## src/rfp_pkg.sv

```systemverilog
// -----------------------------------------------------------------------------
// rfp_pkg
// Shared types and constants of the rangefinder frame parser.
// -----------------------------------------------------------------------------
package rfp_pkg;

  // frame layout
  localparam int unsigned FRAME_LENGTH = 9;
  localparam int unsigned COUNT_W      = 4;
  localparam logic [COUNT_W-1:0] COUNT_MAX   = 4'd15;
  localparam logic [COUNT_W-1:0] LAST_POS    = COUNT_W'(FRAME_LENGTH - 1);
  localparam logic [COUNT_W-1:0] POS_HDR1    = 4'd1;
  localparam logic [COUNT_W-1:0] POS_DIST_LO = 4'd2;
  localparam logic [COUNT_W-1:0] POS_DIST_HI = 4'd3;
  localparam logic [COUNT_W-1:0] POS_STR_LO  = 4'd4;
  localparam logic [COUNT_W-1:0] POS_STR_HI  = 4'd5;

  localparam logic [15:0] STRENGTH_SATURATED = 16'hFFFF;

  // configuration port
  localparam int unsigned CFG_IDX_W  = 2;
  localparam int unsigned CFG_DATA_W = 16;

  typedef enum logic [CFG_IDX_W-1:0] {
    CFG_HEADER_BYTE  = 2'd0,
    CFG_MIN_STRENGTH = 2'd1
  } cfg_reg_e;

  localparam logic [7:0]  HEADER_BYTE_RST  = 8'd89;
  localparam logic [15:0] MIN_STRENGTH_RST = 16'd100;

  typedef struct packed {
    logic [7:0]  header_byte;
    logic [15:0] min_strength;
  } rfp_cfg_t;

  typedef struct packed {
    logic [7:0] data_byte;
    logic       burst_end;
  } rfp_byte_t;

endpackage

```

## src/rfp_if.sv

```systemverilog
// -----------------------------------------------------------------------------
// rfp_if
// Valid/ready channels of the rangefinder frame parser: byte input, result
// output and configuration write.
// -----------------------------------------------------------------------------
interface rfp_in_if;
  logic       valid;
  logic       ready;
  logic [7:0] data_byte;
  logic       burst_end;

  modport source (output valid, output data_byte, output burst_end, input ready);
  modport sink   (input valid, input data_byte, input burst_end, output ready);
endinterface

interface rfp_out_if;
  logic        valid;
  logic        ready;
  logic [15:0] distance;
  logic [15:0] strength;
  logic        frame_accepted;

  modport source (output valid, output distance, output strength,
                  output frame_accepted, input ready);
  modport sink   (input valid, input distance, input strength,
                  input frame_accepted, output ready);
endinterface

interface rfp_cfg_if;
  import rfp_pkg::*;

  logic                  valid;
  logic                  ready;
  logic [CFG_IDX_W-1:0]  index;
  logic [CFG_DATA_W-1:0] data;

  modport source (output valid, output index, output data, input ready);
  modport sink   (input valid, input index, input data, output ready);
endinterface

```

## src/rfp_in_stage.sv

```systemverilog
// -----------------------------------------------------------------------------
// rfp_in_stage
// Input register: captures one byte transaction per cycle while the frame core
// keeps taking bytes, and holds each byte until the frame core takes it.
// -----------------------------------------------------------------------------
module rfp_in_stage (
  input  logic              clk_i,
  input  logic              rst_ni,
  rfp_in_if.sink            in_if,
  input  logic              take_i,
  output logic              byte_valid_o,
  output rfp_pkg::rfp_byte_t byte_o
);
  import rfp_pkg::*;

  logic      valid_q, valid_d;
  rfp_byte_t byte_q;
  logic      load;

  // accept when empty or when the held byte leaves this cycle
  assign in_if.ready = !valid_q || take_i;
  assign load        = in_if.valid && in_if.ready;

  always_comb begin
    valid_d = valid_q;
    if (load) begin
      valid_d = 1'b1;
    end else if (take_i) begin
      valid_d = 1'b0;
    end
  end

  always_ff @(posedge clk_i or negedge rst_ni) begin
    if (!rst_ni) begin
      valid_q <= 1'b0;
    end else begin
      valid_q <= valid_d;
    end
  end

  // payload needs no reset
  always_ff @(posedge clk_i) begin
    if (load) begin
      byte_q.data_byte <= in_if.data_byte;
      byte_q.burst_end <= in_if.burst_end;
    end
  end

  assign byte_valid_o = valid_q;
  assign byte_o       = byte_q;

endmodule

```

## src/rfp_frame_core.sv

```systemverilog
// -----------------------------------------------------------------------------
// rfp_frame_core
// Burst accumulator and frame check: tracks count, sum, header match and the
// field bytes, judges the frame at the burst end and holds the result.
// -----------------------------------------------------------------------------
module rfp_frame_core (
  input  logic               clk_i,
  input  logic               rst_ni,
  input  rfp_pkg::rfp_cfg_t  cfg_i,
  input  logic               byte_valid_i,
  input  rfp_pkg::rfp_byte_t byte_i,
  output logic               take_o,
  rfp_out_if.source          out_if
);
  import rfp_pkg::*;

  logic [COUNT_W-1:0] count_q, count_d;
  logic [7:0]         sum_q, sum_d;
  logic               hdr_ok_q, hdr_ok_d;
  logic [15:0]        dist_field_q, dist_field_d;
  logic [15:0]        str_field_q, str_field_d;
  logic [15:0]        held_dist_q, held_dist_d;
  logic [15:0]        held_str_q, held_str_d;
  logic               accepted_q, accepted_d;
  logic               out_valid_q, out_valid_d;

  logic [7:0]         b;
  logic               out_free;
  logic               frame_ok;
  logic               str_usable;

  assign b = byte_i.data_byte;

  // a burst end needs the result slot free
  assign out_free = !out_valid_q || out_if.ready;
  assign take_o   = byte_valid_i && (!byte_i.burst_end || out_free);

  // per-byte accumulation
  always_comb begin
    hdr_ok_d     = hdr_ok_q;
    dist_field_d = dist_field_q;
    str_field_d  = str_field_q;
    if (count_q <= POS_HDR1 && b != cfg_i.header_byte) begin
      hdr_ok_d = 1'b0;
    end
    case (count_q)
      POS_DIST_LO: dist_field_d = {dist_field_q[15:8], b};
      POS_DIST_HI: dist_field_d = {b, dist_field_q[7:0]};
      POS_STR_LO:  str_field_d  = {str_field_q[15:8], b};
      POS_STR_HI:  str_field_d  = {b, str_field_q[7:0]};
      default: ;
    endcase
    sum_d   = sum_q + b;
    count_d = (count_q < COUNT_MAX) ? count_q + 1'b1 : count_q;
  end

  // frame judgement at the burst end
  assign frame_ok   = (count_q == LAST_POS) && hdr_ok_d && (sum_q == b);
  assign str_usable = (str_field_d > cfg_i.min_strength) &&
                      (str_field_d != STRENGTH_SATURATED);

  always_comb begin
    held_dist_d = held_dist_q;
    held_str_d  = held_str_q;
    accepted_d  = accepted_q;
    out_valid_d = out_valid_q;
    if (out_if.ready) begin
      out_valid_d = 1'b0;
    end
    if (take_o && byte_i.burst_end) begin
      out_valid_d = 1'b1;
      accepted_d  = frame_ok;
      if (frame_ok) begin
        held_str_d  = str_field_d;
        held_dist_d = str_usable ? dist_field_d : 16'd0;
      end
    end
  end

  always_ff @(posedge clk_i or negedge rst_ni) begin
    if (!rst_ni) begin
      count_q      <= '0;
      sum_q        <= '0;
      hdr_ok_q     <= 1'b1;
      dist_field_q <= '0;
      str_field_q  <= '0;
      held_dist_q  <= '0;
      held_str_q   <= '0;
      accepted_q   <= 1'b0;
      out_valid_q  <= 1'b0;
    end else begin
      held_dist_q <= held_dist_d;
      held_str_q  <= held_str_d;
      accepted_q  <= accepted_d;
      out_valid_q <= out_valid_d;
      if (take_o) begin
        // clear burst state at the burst end
        if (byte_i.burst_end) begin
          count_q      <= '0;
          sum_q        <= '0;
          hdr_ok_q     <= 1'b1;
          dist_field_q <= '0;
          str_field_q  <= '0;
        end else begin
          count_q      <= count_d;
          sum_q        <= sum_d;
          hdr_ok_q     <= hdr_ok_d;
          dist_field_q <= dist_field_d;
          str_field_q  <= str_field_d;
        end
      end
    end
  end

  assign out_if.valid          = out_valid_q;
  assign out_if.distance       = held_dist_q;
  assign out_if.strength       = held_str_q;
  assign out_if.frame_accepted = accepted_q;

endmodule

```

## src/rangefinder_frame_parser.sv

```systemverilog
// -----------------------------------------------------------------------------
// rangefinder_frame_parser
// Checks and decodes rangefinder serial frames, one byte per transaction.
//
//   channel  dir  payload                                 notes
//   in_if    in   data_byte[7:0], burst_end               one byte
//   out_if   out  distance[15:0], strength[15:0],         one per burst end
//                 frame_accepted
//   cfg_if   in   index[1:0], data[15:0]                  0 header, 1 min str
//
// One byte transaction per cycle while no result is stalled; a result is
// offered once its closing byte has passed the input register into the
// result register.
// Reset clears burst state, held values and the registers to 89 and 100.
// A stalled result holds the next burst-end byte in the input register, which
// then stalls the input; bytes ahead of it flow on.
// Configuration writes are always taken.
// -----------------------------------------------------------------------------
module rangefinder_frame_parser (
  input  logic   clk_i,
  input  logic   rst_ni,
  rfp_in_if.sink    in_if,
  rfp_out_if.source out_if,
  rfp_cfg_if.sink   cfg_if
);
  import rfp_pkg::*;

  rfp_cfg_t  cfg_q, cfg_d;
  logic      byte_valid;
  rfp_byte_t byte_s;
  logic      take;

  // register writes; unknown indexes are dropped
  assign cfg_if.ready = 1'b1;

  always_comb begin
    cfg_d = cfg_q;
    if (cfg_if.valid) begin
      case (cfg_if.index)
        CFG_HEADER_BYTE:  cfg_d.header_byte  = cfg_if.data[7:0];
        CFG_MIN_STRENGTH: cfg_d.min_strength = cfg_if.data;
        default: ;
      endcase
    end
  end

  always_ff @(posedge clk_i or negedge rst_ni) begin
    if (!rst_ni) begin
      cfg_q.header_byte  <= HEADER_BYTE_RST;
      cfg_q.min_strength <= MIN_STRENGTH_RST;
    end else begin
      cfg_q <= cfg_d;
    end
  end

  rfp_in_stage u_in_stage (
    .clk_i        (clk_i),
    .rst_ni       (rst_ni),
    .in_if        (in_if),
    .take_i       (take),
    .byte_valid_o (byte_valid),
    .byte_o       (byte_s)
  );

  rfp_frame_core u_frame_core (
    .clk_i        (clk_i),
    .rst_ni       (rst_ni),
    .cfg_i        (cfg_q),
    .byte_valid_i (byte_valid),
    .byte_i       (byte_s),
    .take_o       (take),
    .out_if       (out_if)
  );

endmodule

```

## src/flat_wrapper.sv

```systemverilog
// flat-port wrapper written by rule: the top's interface ports become plain ports
module rangefinder_frame_parser_flat import rfp_pkg::*;
  (clk_i, rst_ni, in_if_valid, in_if_data_byte, in_if_burst_end, in_if_ready, out_if_valid, out_if_distance, out_if_strength, out_if_frame_accepted, out_if_ready, cfg_if_valid, cfg_if_index, cfg_if_data, cfg_if_ready);
  rfp_in_if in_if_i ();
  rfp_out_if out_if_i ();
  rfp_cfg_if cfg_if_i ();
  input  logic clk_i;
  input  logic rst_ni;
  input wire logic [$bits(in_if_i.valid)-1:0] in_if_valid;
  input wire logic [$bits(in_if_i.data_byte)-1:0] in_if_data_byte;
  input wire logic [$bits(in_if_i.burst_end)-1:0] in_if_burst_end;
  output wire logic [$bits(in_if_i.ready)-1:0] in_if_ready;
  output wire logic [$bits(out_if_i.valid)-1:0] out_if_valid;
  output wire logic [$bits(out_if_i.distance)-1:0] out_if_distance;
  output wire logic [$bits(out_if_i.strength)-1:0] out_if_strength;
  output wire logic [$bits(out_if_i.frame_accepted)-1:0] out_if_frame_accepted;
  input wire logic [$bits(out_if_i.ready)-1:0] out_if_ready;
  input wire logic [$bits(cfg_if_i.valid)-1:0] cfg_if_valid;
  input wire logic [$bits(cfg_if_i.index)-1:0] cfg_if_index;
  input wire logic [$bits(cfg_if_i.data)-1:0] cfg_if_data;
  output wire logic [$bits(cfg_if_i.ready)-1:0] cfg_if_ready;
  assign in_if_i.valid = in_if_valid;
  assign in_if_i.data_byte = in_if_data_byte;
  assign in_if_i.burst_end = in_if_burst_end;
  assign in_if_ready = in_if_i.ready;
  assign out_if_valid = out_if_i.valid;
  assign out_if_distance = out_if_i.distance;
  assign out_if_strength = out_if_i.strength;
  assign out_if_frame_accepted = out_if_i.frame_accepted;
  assign out_if_i.ready = out_if_ready;
  assign cfg_if_i.valid = cfg_if_valid;
  assign cfg_if_i.index = cfg_if_index;
  assign cfg_if_i.data = cfg_if_data;
  assign cfg_if_ready = cfg_if_i.ready;
  rangefinder_frame_parser u_core (.clk_i(clk_i), .rst_ni(rst_ni), .in_if(in_if_i), .out_if(out_if_i), .cfg_if(cfg_if_i));
endmodule
```

## config.mk

```make
export PLATFORM = sky130hd
export DESIGN_NAME = rangefinder_frame_parser_flat
export DESIGN_NICKNAME = d
export VERILOG_FILES = /design/src/rfp_pkg.sv /design/src/rfp_if.sv /design/src/rfp_in_stage.sv /design/src/rfp_frame_core.sv /design/src/rangefinder_frame_parser.sv /design/src/flat_wrapper.sv
export SDC_FILE = /design/constraint.sdc
export NUM_CORES = 1
export LEC_CHECK = 0
export BUFFER_PORTS_ARGS = -buffer_cell sky130_fd_sc_hd__buf_2
export CORE_MARGIN = 10
export CORE_UTILIZATION = 53
export DETAILED_ROUTE_END_ITERATION = 12
export PLACE_DENSITY = 0.79
export SYNTH_ARGS = -nofsm -noshare
export SYNTH_HDL_FRONTEND = slang
export SYNTH_HIERARCHICAL = 1
export SYNTH_SLANG_ARGS = --single-unit
```

## constraint.sdc

```tcl
create_clock -name clk_i -period 3.05 [get_ports clk_i]
set_input_delay 0.61 -clock clk_i [delete_from_list [all_inputs] [get_ports clk_i]]
set_output_delay 0.61 -clock clk_i [all_outputs]
set_load 0.02 [all_outputs]
```

# == Word level (Yosys, flattened, before mapping) ==
# Index checks and enable logic that the tools add are counted.
# totals
regBits,113
inputBits,32
out_inout_bits,36
wordCells,63
# classes
n_addsub,2
n_lt_le_gt_ge,3
n_eq_ne,9
n_mux,14
reduce_logical,21
# op_table
operator,count
$pmux 16 s2,2
$mux 16,3
$gt 16x16->1,1
$ne 16x16->1 const B,1
$add 8x8->8,1
$eq 4x2->1 const B,2
$eq 4x3->1 const B,2
$eq 8x8->1,1
$mux 4,2
$mux 8,1
$ne 8x8->1,1
$reduce_and 2->1,4
$logic_and 1x1->1,7
$mux 1,6
$reduce_bool 2->1,3
$add 4x1->4 const B,1
$eq 4x4->1 const B,1
$le 4x1->1 const B,1
$lt 4x4->1 const B,1
$logic_not 1->1,3
$logic_or 1x1->1,3
$eq 2x1->1 const B,1
$logic_not 2->1,1

# == Depth between registers and ports, before layout ==
# Gate-level depths: netlist of run 1.
# depth
depth_word,7
mapped_depth,15
ltp_nobuf,12

# == Hierarchy ==
# Netlist of run 1, hierarchy kept.
# by_module_without_submodules
module,n_inst,cells_each,area_per_inst_um2,seq_area_each_um2
rfp_frame_core,1,446,4399.2,1978.1
rangefinder_frame_parser,1,53,943.4,609.3
rfp_in_stage,1,13,324.1,295.3

# == Least setup slack after synthesis of run 1 ==
# No wires, ideal clock.
# synth_timing
path_type,reg2reg
start,register u_core.u_frame_core.count_q[1]
end,register u_core.u_frame_core.held_dist_q[13] (netlist: u_core/u_frame_core/out_if.distance[13])
setup_ns,0.075
t_arrival_ns,3.217
t_required_ns,2.975
setup_slack_ns,-0.242
stages_incl_launch_ff,16
path_buffers,3
period_less_slack_ns,3.292
cell_sequence,dfrtp_1 inv_1 ha_1 and3b_1 buf_6 a22oi_1 inv_1 ha_1 nand4_1 or4_1 a21oi_1 nor3_1 or3_1 buf_6 buf_12 o2bb2ai_2
# synth_between
elab_cells_between_ends,17
classes_between,2 x order compare; 6 x eq/ne; 4 x mux; 5 x reduce/logical
# synth_rtl
item,line,source
"start, declared",rfp_frame_core.sv:17,"logic [COUNT_W-1:0] count_q, count_d;"
"start signal, assigned",rfp_frame_core.sv:105,count_q <= count_d;
$eq 4x3->1,rfp_frame_core.sv:46,case (count_q)
$pmux 16 s2 (*),rfp_frame_core.sv:46,
net u_core.u_frame_core.str_field_d[14],rfp_frame_core.sv:21,"logic [15:0] str_field_q, str_field_d;"
$gt 16x16->1 / $ne 16x16->1 (equally long branches),"rfp_frame_core.sv:59, rfp_frame_core.sv:60",
$logic_and 1x1->1 (*),rfp_frame_core.sv:59,assign str_usable = (str_field_d > cfg_i.min_strength) &&
$mux 16 (*),rfp_frame_core.sv:75,held_dist_d = str_usable ? dist_field_d : 16'd0;
"end signal, assigned",rfp_frame_core.sv:92,held_dist_q <= held_dist_d;
"end, declared",rfp_frame_core.sv:22,"logic [15:0] held_dist_q, held_dist_d;"
# Mark *: on every way through the listed nets, which the timed path passes. The rest lies on a longest branch.
# A chain may end at the register's enable or synchronous reset.

# == Worst setup path in the final report of run 1 ==
# layout_timing
start,register u_core.u_frame_core.count_q[1]
end,register u_core.u_frame_core.held_dist_q[1] (netlist: u_core/u_frame_core/out_if.distance[1])
# The elaborated chain is that of the path after synthesis.

==> results of run 1 <==
==> cells in the final DEF, fill, tap and decap left out, types with 4 or more instances in the layout <==
cell / count
buf_2: 65
ha_1: 25
nand2b_1: 5
a22o_1: 33
buf_4: 42
xnor2_1: 11
nand2_1: 55
a22oi_2: 11
nand4_1: 6
clkbuf_8: 6
edfxtp_1: 9
a22oi_1: 4
dfrtp_1: 95
inv_1: 29
a21oi_1: 26
dfstp_2: 8
mux2_2: 26
o2bb2ai_2: 14
o21ai_0: 24
nand3_1: 10
clkbuf_16: 16
nor4_1: 4
nor2_1: 26
==> timing repair <==
| item | CTS | global route |
|---|---|---|
| gates resized for setup | 12 | 1 |
| pin swaps | 1 | 1 |
| endpoints found under the hold margin | 0 | 0 |
| endpoints found under the setup margin | 16 | 16 |
| setup buffers | 2 | 2 |
==> cells by family after synthesis <==
family,Yosys count
AOI/OAI and AO/OA,132
xor gates and xnor gates,14
adders and majority gates,29
buffers and inverters,64
DFF,113
muxes,26
other,1
and+or+nand+nor,133
==> final timing paths <==
| path | endpoint | depth (start not counted) |
|---|---|---|
| hold / removal | u_core/u_frame_core/sum_q[1]$_DFFE_PN0P_ | 1 |
| max in group asynchronous | u_core/u_frame_core/dist_field_q[15]$_DFFE_PN0P_ | 2 |
| setup / recovery | u_core/u_frame_core/out_if.distance[1]$_DFFE_PN0P_ | 14 |
| min in group clk_i | u_core/u_in_stage/byte_o[4]$_DFFE_PP_ | 1 |
| hold reg to reg | u_core/u_frame_core/out_if.frame_accepted$_DFFE_PN0P_ | 2 |
| setup reg to reg | u_core/u_frame_core/out_if.distance[1]$_DFFE_PN0P_ | 14 |
==> worst reg2reg max path, stage by stage, from the launching register on <==
cell	delay (ns)
dfrtp_1	0.39
inv_2	0.09
ha_4	0.18
nand4bb_1	0.20
buf_6	0.17
a22oi_2	0.16
inv_1	0.07
ha_1	0.29
nand4_1	0.12
or4_4	0.54
a21oi_2	0.11
nor3_1	0.06
or3_4	0.37
buf_6	0.16
o2bb2ai_2	0.13
==> area by class of cell <==
| type | instances | area share |
|---|---|---|
| Multi-Input combinational cell | 335 | 0.370 |
| Sequential cell | 113 | 0.409 |
| Clock buffer | 24 | 0.0696 |
| Clock inverter | 8 | 0.0110 |
| Inverter | 32 | 0.0171 |
| Tap cell | 136 | 0.0242 |
| Timing Repair Buffer | 111 | 0.0986 |
==> power by group <==
part / leakage (nW) / switching (mW) / internal (mW) / total [mW]
registers: 1.45 / 0.147 / 1.72 / 1.86
clock network: 0.277 / 0.673 / 1.18 / 1.86
logic: 1.66 / 0.625 / 0.518 / 1.14
total: 3.39 / 1.44 / 3.42 / 4.86
==> layer usage <==
metal,wire length (um),up-vias,GRT usage
li1,-,2037,-
met1,6040,2170,0.245
met2,7120,177,0.331
met3,1070,42,0.0652
met4,509,0,0.0750
met5,0,-,0
==> state kept, by name, summed over array words and instances, names as in the netlist <==
| name | flops |
|---|---|
| u_core/cfg_q | 24 |
| u_core/u_frame_core/dist_field_q | 16 |
| u_core/u_frame_core/out_if.distance | 16 |
| u_core/u_frame_core/out_if.strength | 16 |
| u_core/u_frame_core/str_field_q | 16 |
| u_core/u_in_stage/byte_o | 9 |
| u_core/u_frame_core/sum_q | 8 |
| u_core/u_frame_core/count_q | 4 |
| u_core/u_frame_core/hdr_ok_q | 1 |
| u_core/u_frame_core/out_if.frame_accepted | 1 |
| u_core/u_frame_core/out_if.valid | 1 |
| u_core/u_in_stage/byte_valid_o | 1 |
==> metrics by stage <==
stage               area (um2)  setup WS, ns
finish                    7040       -0.0578
global route              7040        -0.131
CTS                       7020       -0.0202
detailed placement        6380        -0.141
global placement          6380       -0.0233
floorplan                 5750        0.0202
==> flow_summary.json, run 1 <==
{
  "synth_cell_types": 58,
  "cts_sinks": 113,
  "synth_compound_area_frac": 0.178,
  "cts-buffers-inserted": 17,
  "slew_headroom": 0.564,
  "synth_mux_area_frac": 0.0517,
  "yosys_warnings": 6,
  "post-dp-hpwl_um": 10400,
  "diodes": 0,
  "setup_viol": 16,
  "fmax_mhz": 322,
  "port_buffers": 66,
  "yosysMostFrequentCell": "dfrtp_1",
  "power_density_nw_per_um2": 690,
  "cap_violations": 0,
  "area.sequential_um2": 2880,
  "nFillCells": 761,
  "ys_top_cells_by_count": "dfrtp_1 (96), nand2_1 (55), a22o_1 (33)",
  "status": "complete, but fails checks",
  "holdWs_ns": 0.104,
  "fp.dieArea_um2": 15200,
  "dr.pass1.iters": 5,
  "start_kind": "register",
  "finalHoldViolCount": 0,
  "core_area_um2": 10400,
  "worstMarginPinSlew_ns": 0.654,
  "synth_top_family_by_area": "compound AO/OA/AOI/OAI gates",
  "synthAdderAreaFrac": 0.0654,
  "cp_common_cell": "buf_6",
  "cts_buffer_depth": 2,
  "synthesis.area_um2": 5670,
  "htree_levels": 4,
  "cp.required_ns": 3.50,
  "crit_path_end_kind": "register",
  "yosys.area_share.simple": 0.121,
  "setup_ws_ns": -0.0578,
  "rows": 37,
  "critPathSlowestCell": "or4_4",
  "cts_root_buf": "clkbuf_8",
  "async_reset_ff_frac": 0.920,
  "ys_ff_latch": 113,
  "drt_iter0_drc": 371,
  "die_w_um": 123,
  "tns_ns": -0.773,
  "yosysTopAreaCellShare": 0.424,
  "finClkSkew_ns": 0.0106,
  "cts.reportedPaths.clkPinSlew_ns": 0.06,
  "violations": "setup timing",
  "synthXorXnorAreaFrac": 0.0216,
  "crit_type": "reg -> reg",
  "synth-edff-count": 9,
  "grt_pass1_wl_um": 24100,
  "ys.flop_type": "dfrtp_1",
  "crit_arrival_ns": 3.55,
  "synthCells": 512,
  "cts_tree": "done",
  "rsz0062_at_grt": "yes",
  "final_antenna_net_count": 0,
  "multi_input_area_um2": 2610,
  "grt_start_max_net_pins": 60,
  "power.total_mw": 4.86,
  "track_usage": 0.202,
  "nets": 671,
  "yosysSeqAreaShare": 0.509,
  "drive_gt1_frac": 0.350,
  "hold_buffers": 0,
  "crit_family": "simple AND/OR/NAND/NOR gates",
  "path_max_fanout": 8,
  "insertion_delay_ns": 0.52,
  "ir_drop_mv": 0.385,
  "drc_errors": 0,
  "die_h_um": 123,
  "yosysTopAreaCell": "dfrtp_1",
  "ios": 68,
  "rrSetupSlack_ns": -0.06,
  "setup.worst_path.start": "u_core/u_frame_core/count_q[1]$_DFFE_PN0P_",
  "antenna_found_initial": 0,
  "vias": 4426,
  "synthTopCellsByArea": "dfrtp_1 (42%), ha_1 (6.2%), mux2_2 (5.2%)",
  "synth.avg_cell_area_um2": 11.1,
  "path_cells": "inv_2 > ha_4 > nand4bb_1 > buf_6 > a22oi_2 > inv_1 > ha_1 > nand4_1 > or4_4 > a21oi_2 > nor3_1 > or3_4 > buf_6 > o2bb2ai_2",
  "via_per_inst": 5.83,
  "areaGrowthSynthToFinish_pct": 24.3,
  "dp.cells": 723,
  "place.gp.congestion": 0.955,
  "drt-total-wl_um": 14700,
  "initial_utilization": 0.546,
  "routedWlPerCell_um": 19.4,
  "slew_violations": 0,
  "utilization": 0.679,
  "cp.buffers_inverters": 4,
  "r2r_start": "u_core/u_frame_core/count_q[1]$_DFFE_PN0P_",
  "grt_pass1_vias": 4676,
  "period_share": 1.02,
  "synth_nets": 573,
  "min_period_ns": 3.11,
  "leakage_nw": 3.39,
  "grt_overflow": 0,
  "max_stage_delay_ns": 0.54,
  "instances_no_fill": 759,
  "hold_class": "in -> async"
}
Power figures use the tool's default switching activity.
==> run 2: changes to the inputs <==
- CTS_CLUSTER_DIAMETER: default -> 200
- SKIP_LAST_GASP: default -> 1
- clock period: 3.05 -> 2.7 ns (I/O delays scaled with it)
==> run 2 against run 1 <==
  * The flow still finishes with violations (setup timing)
  * Die area unchanged
  * Flip-flop and latch count stayed put
  * Final area rose by 2.5%
  * Critical path depth fell by 2
  * Global-route usage down 0.16 points
  * First-iteration DRC count decreased by 13%
  * Worst hold slack improved by 0.084 ns
  * Clock skew down 0.0032 ns
  * Critical endpoint unchanged
  * Largest cell class unchanged
==> flow_summary.json, run 2 (same netlist as run 1, synthesis figures left out) <==
{
  "tns_ns": -6.89,
  "fmax_mhz": 317,
  "cts_sinks": 113,
  "power.internal_mw": 3.87,
  "crit_arrival_ns": 3.61,
  "dp.cells": 732,
  "min_period_ns": 3.15,
  "ios": 68,
  "port_buffers": 66,
  "place.gp.congestion": 0.948,
  "clkPwrFrac": 0.378,
  "insertion_delay_ns": 0.53,
  "path_max_fanout": 6,
  "nFillCells": 726,
  "r2r_start": "u_core/u_frame_core/count_q[1]$_DFFE_PN0P_",
  "slew_violations": 0,
  "crit_type": "reg -> reg",
  "period_share": 1.17,
  "nets": 684,
  "start_kind": "register",
  "cp.required_ns": 3.16,
  "cts-buffers-inserted": 17,
  "cap_violations": 0,
  "setup.worst_path.start": "u_core/u_frame_core/count_q[1]$_DFFE_PN0P_",
  "grt_pass1_vias": 4659,
  "track_usage": 0.201,
  "final_antenna_net_count": 0,
  "use_met3": 0.0597,
  "antenna_found_initial": 0,
  "cts_tree": "done",
  "initial_utilization": 0.546,
  "use_met2": 0.333,
  "cts.reportedPaths.clkPinSlew_ns": 0.06,
  "cts_root_buf": "clkbuf_8",
  "comb_power_share": 0.244,
  "grt_start_max_net_pins": 48,
  "power_frac_seq": 0.378,
  "ir_drop_mv": 0.552,
  "drive_gt1_frac": 0.373,
  "areaGrowthSynthToFinish_pct": 27.4,
  "drt-total-wl_um": 14700,
  "min_path_cells": 1,
  "setup_ws_ns": -0.451,
  "power.net_switching_mw": 1.68,
  "status": "complete, but fails checks",
  "reg2regPathDepth": 12,
  "rows": 37,
  "cts_buffer_depth": 2,
  "die_w_um": 123,
  "regMostFlops": "u_core/cfg_q",
  "die_h_um": 123,
  "grt.met1_usage": 0.242,
  "htree_levels": 4,
  "rrSetupSlack_ns": -0.45,
  "grt.busiest_layer": "met2",
  "sw_frac_of_total": 0.303,
  "final_cell_mix": "dfrtp_1 (95), buf_2 (65), nand2_1 (55)",
  "drc_errors": 0,
  "r2r-end": "u_core/u_frame_core/out_if.distance[1]$_DFFE_PN0P_",
  "hold_class": "in -> reg",
  "diodes": 0,
  "power_density_nw_per_um2": 769,
  "worstMarginPinSlew_ns": 0.649,
  "violations": "setup timing",
  "drt_iter0_drc": 323,
  "cp-endpoint": "u_core/u_frame_core/out_if.distance[1]$_DFFE_PN0P_",
  "fp.dieArea_um2": 15200,
  "grt_pass1_wl_um": 23700,
  "leakage_nw": 3.45,
  "crit_path_end_kind": "register",
  "grt_overflow": 0,
  "rsz0062_at_grt": "yes",
  "largest_reg_flops": 24,
  "slew_headroom": 0.568,
  "dr.pass1.iters": 5,
  "finalHoldViolCount": 0,
  "instances_no_fill": 772,
  "final_common_cell": "dfrtp_1",
  "setup_viol": 16,
  "routedWlPerCell_um": 19.0,
  "post-dp-hpwl_um": 10300,
  "vias": 4472,
  "via_per_inst": 5.79,
  "core_area_um2": 10400,
  "finClkSkew_ns": 0.00741
}
-- run 2: per-layer routing --
| metal | wire length [um] | vias to the layer above |
|---|---|---|
| met4 | 434 | 0 |
| met1 | 5960 | 2203 |
| li1 | - | 2063 |
| met5 | 0 | - |
| met2 | 7290 | 174 |
| met3 | 1010 | 32 |
-- run 2: worst min-delay path by stage --
stage,startpoint,to,slack (ns)
4_1_cts,in_if_data_byte[6],u_core/u_in_stage/byte_o[7]$_DFFE_PP_,0.17
2_1_floorplan,rst_ni,u_core/cfg_q[0]$_DFFE_PN0P_,0.24
3_3_place_gp,u_core/u_frame_core/out_if.frame_accepted$_DFFE_PN0P_,u_core/u_frame_core/out_if.frame_accepted$_DFFE_PN0P_,0.46
3_5_place_dp,u_core/u_frame_core/out_if.frame_accepted$_DFFE_PN0P_,u_core/u_frame_core/out_if.frame_accepted$_DFFE_PN0P_,0.47
5_1_grt,in_if_burst_end,u_core/u_in_stage/byte_o[0]$_DFFE_PP_,0.16
6_report,in_if_data_byte[6],u_core/u_in_stage/byte_o[7]$_DFFE_PP_,0.19
-- run 2: power groups by stage --
stage | Combinational, mW | Clock, mW | Sequential [mW]
2_1_floorplan | 0.857 | 0 | 2.07
3_3_place_gp | 1.18 | 0 | 2.11
3_5_place_dp | 1.23 | 0 | 2.12
4_1_cts | 1.31 | 2.12 | 2.10
5_1_grt | 1.49 | 2.21 | 2.12
6_report | 1.36 | 2.10 | 2.10
-- run 2: layout make-up --
type	instances	area (um2)	area share
repair buffers	124	816	0.113
flip-flops and latches	113	2880	0.400
inverters	32	120	0.0166
clock buffers	20	457	0.0633
multi-input cells	335	2660	0.369
clock inverters	12	108	0.0149
well taps	136	170	0.0236
-- run 2: per-stage QoR --
step,util,power (mW),area (um2),setup slack [ns],hold WS [ns]
floorplan,-,2.93,5750,-0.330,0.244
CTS,0.688,5.52,7140,-0.362,0.166
detailed placement,0.623,3.35,6460,-0.516,0.465
finish,0.696,5.55,7220,-0.451,0.187
global placement,0.623,3.29,6460,-0.395,0.459
global route,0.696,5.82,7220,-0.526,0.165
-- run 2: what timing repair did --
item | in CTS | in global routing
hold buffers | 1 | 0
setup endpoints to repair | 16 | 24
buffers inserted | 4 | 3
pin swaps | 2 | 1
hold endpoints to repair | 25 | 0
gates resized for setup | 13 | 10
-- run 2: critical path, cell delays in order, from the launching register on --
cell       delay, ns
dfrtp_1         0.37
inv_2           0.08
ha_4            0.18
nand4bb_1       0.36
a22o_2          0.33
ha_1            0.29
nand2_1         0.07
or4_4           0.54
a21oi_2         0.11
nor3_1          0.06
or3_4           0.38
buf_6           0.16
o2bb2ai_4       0.13
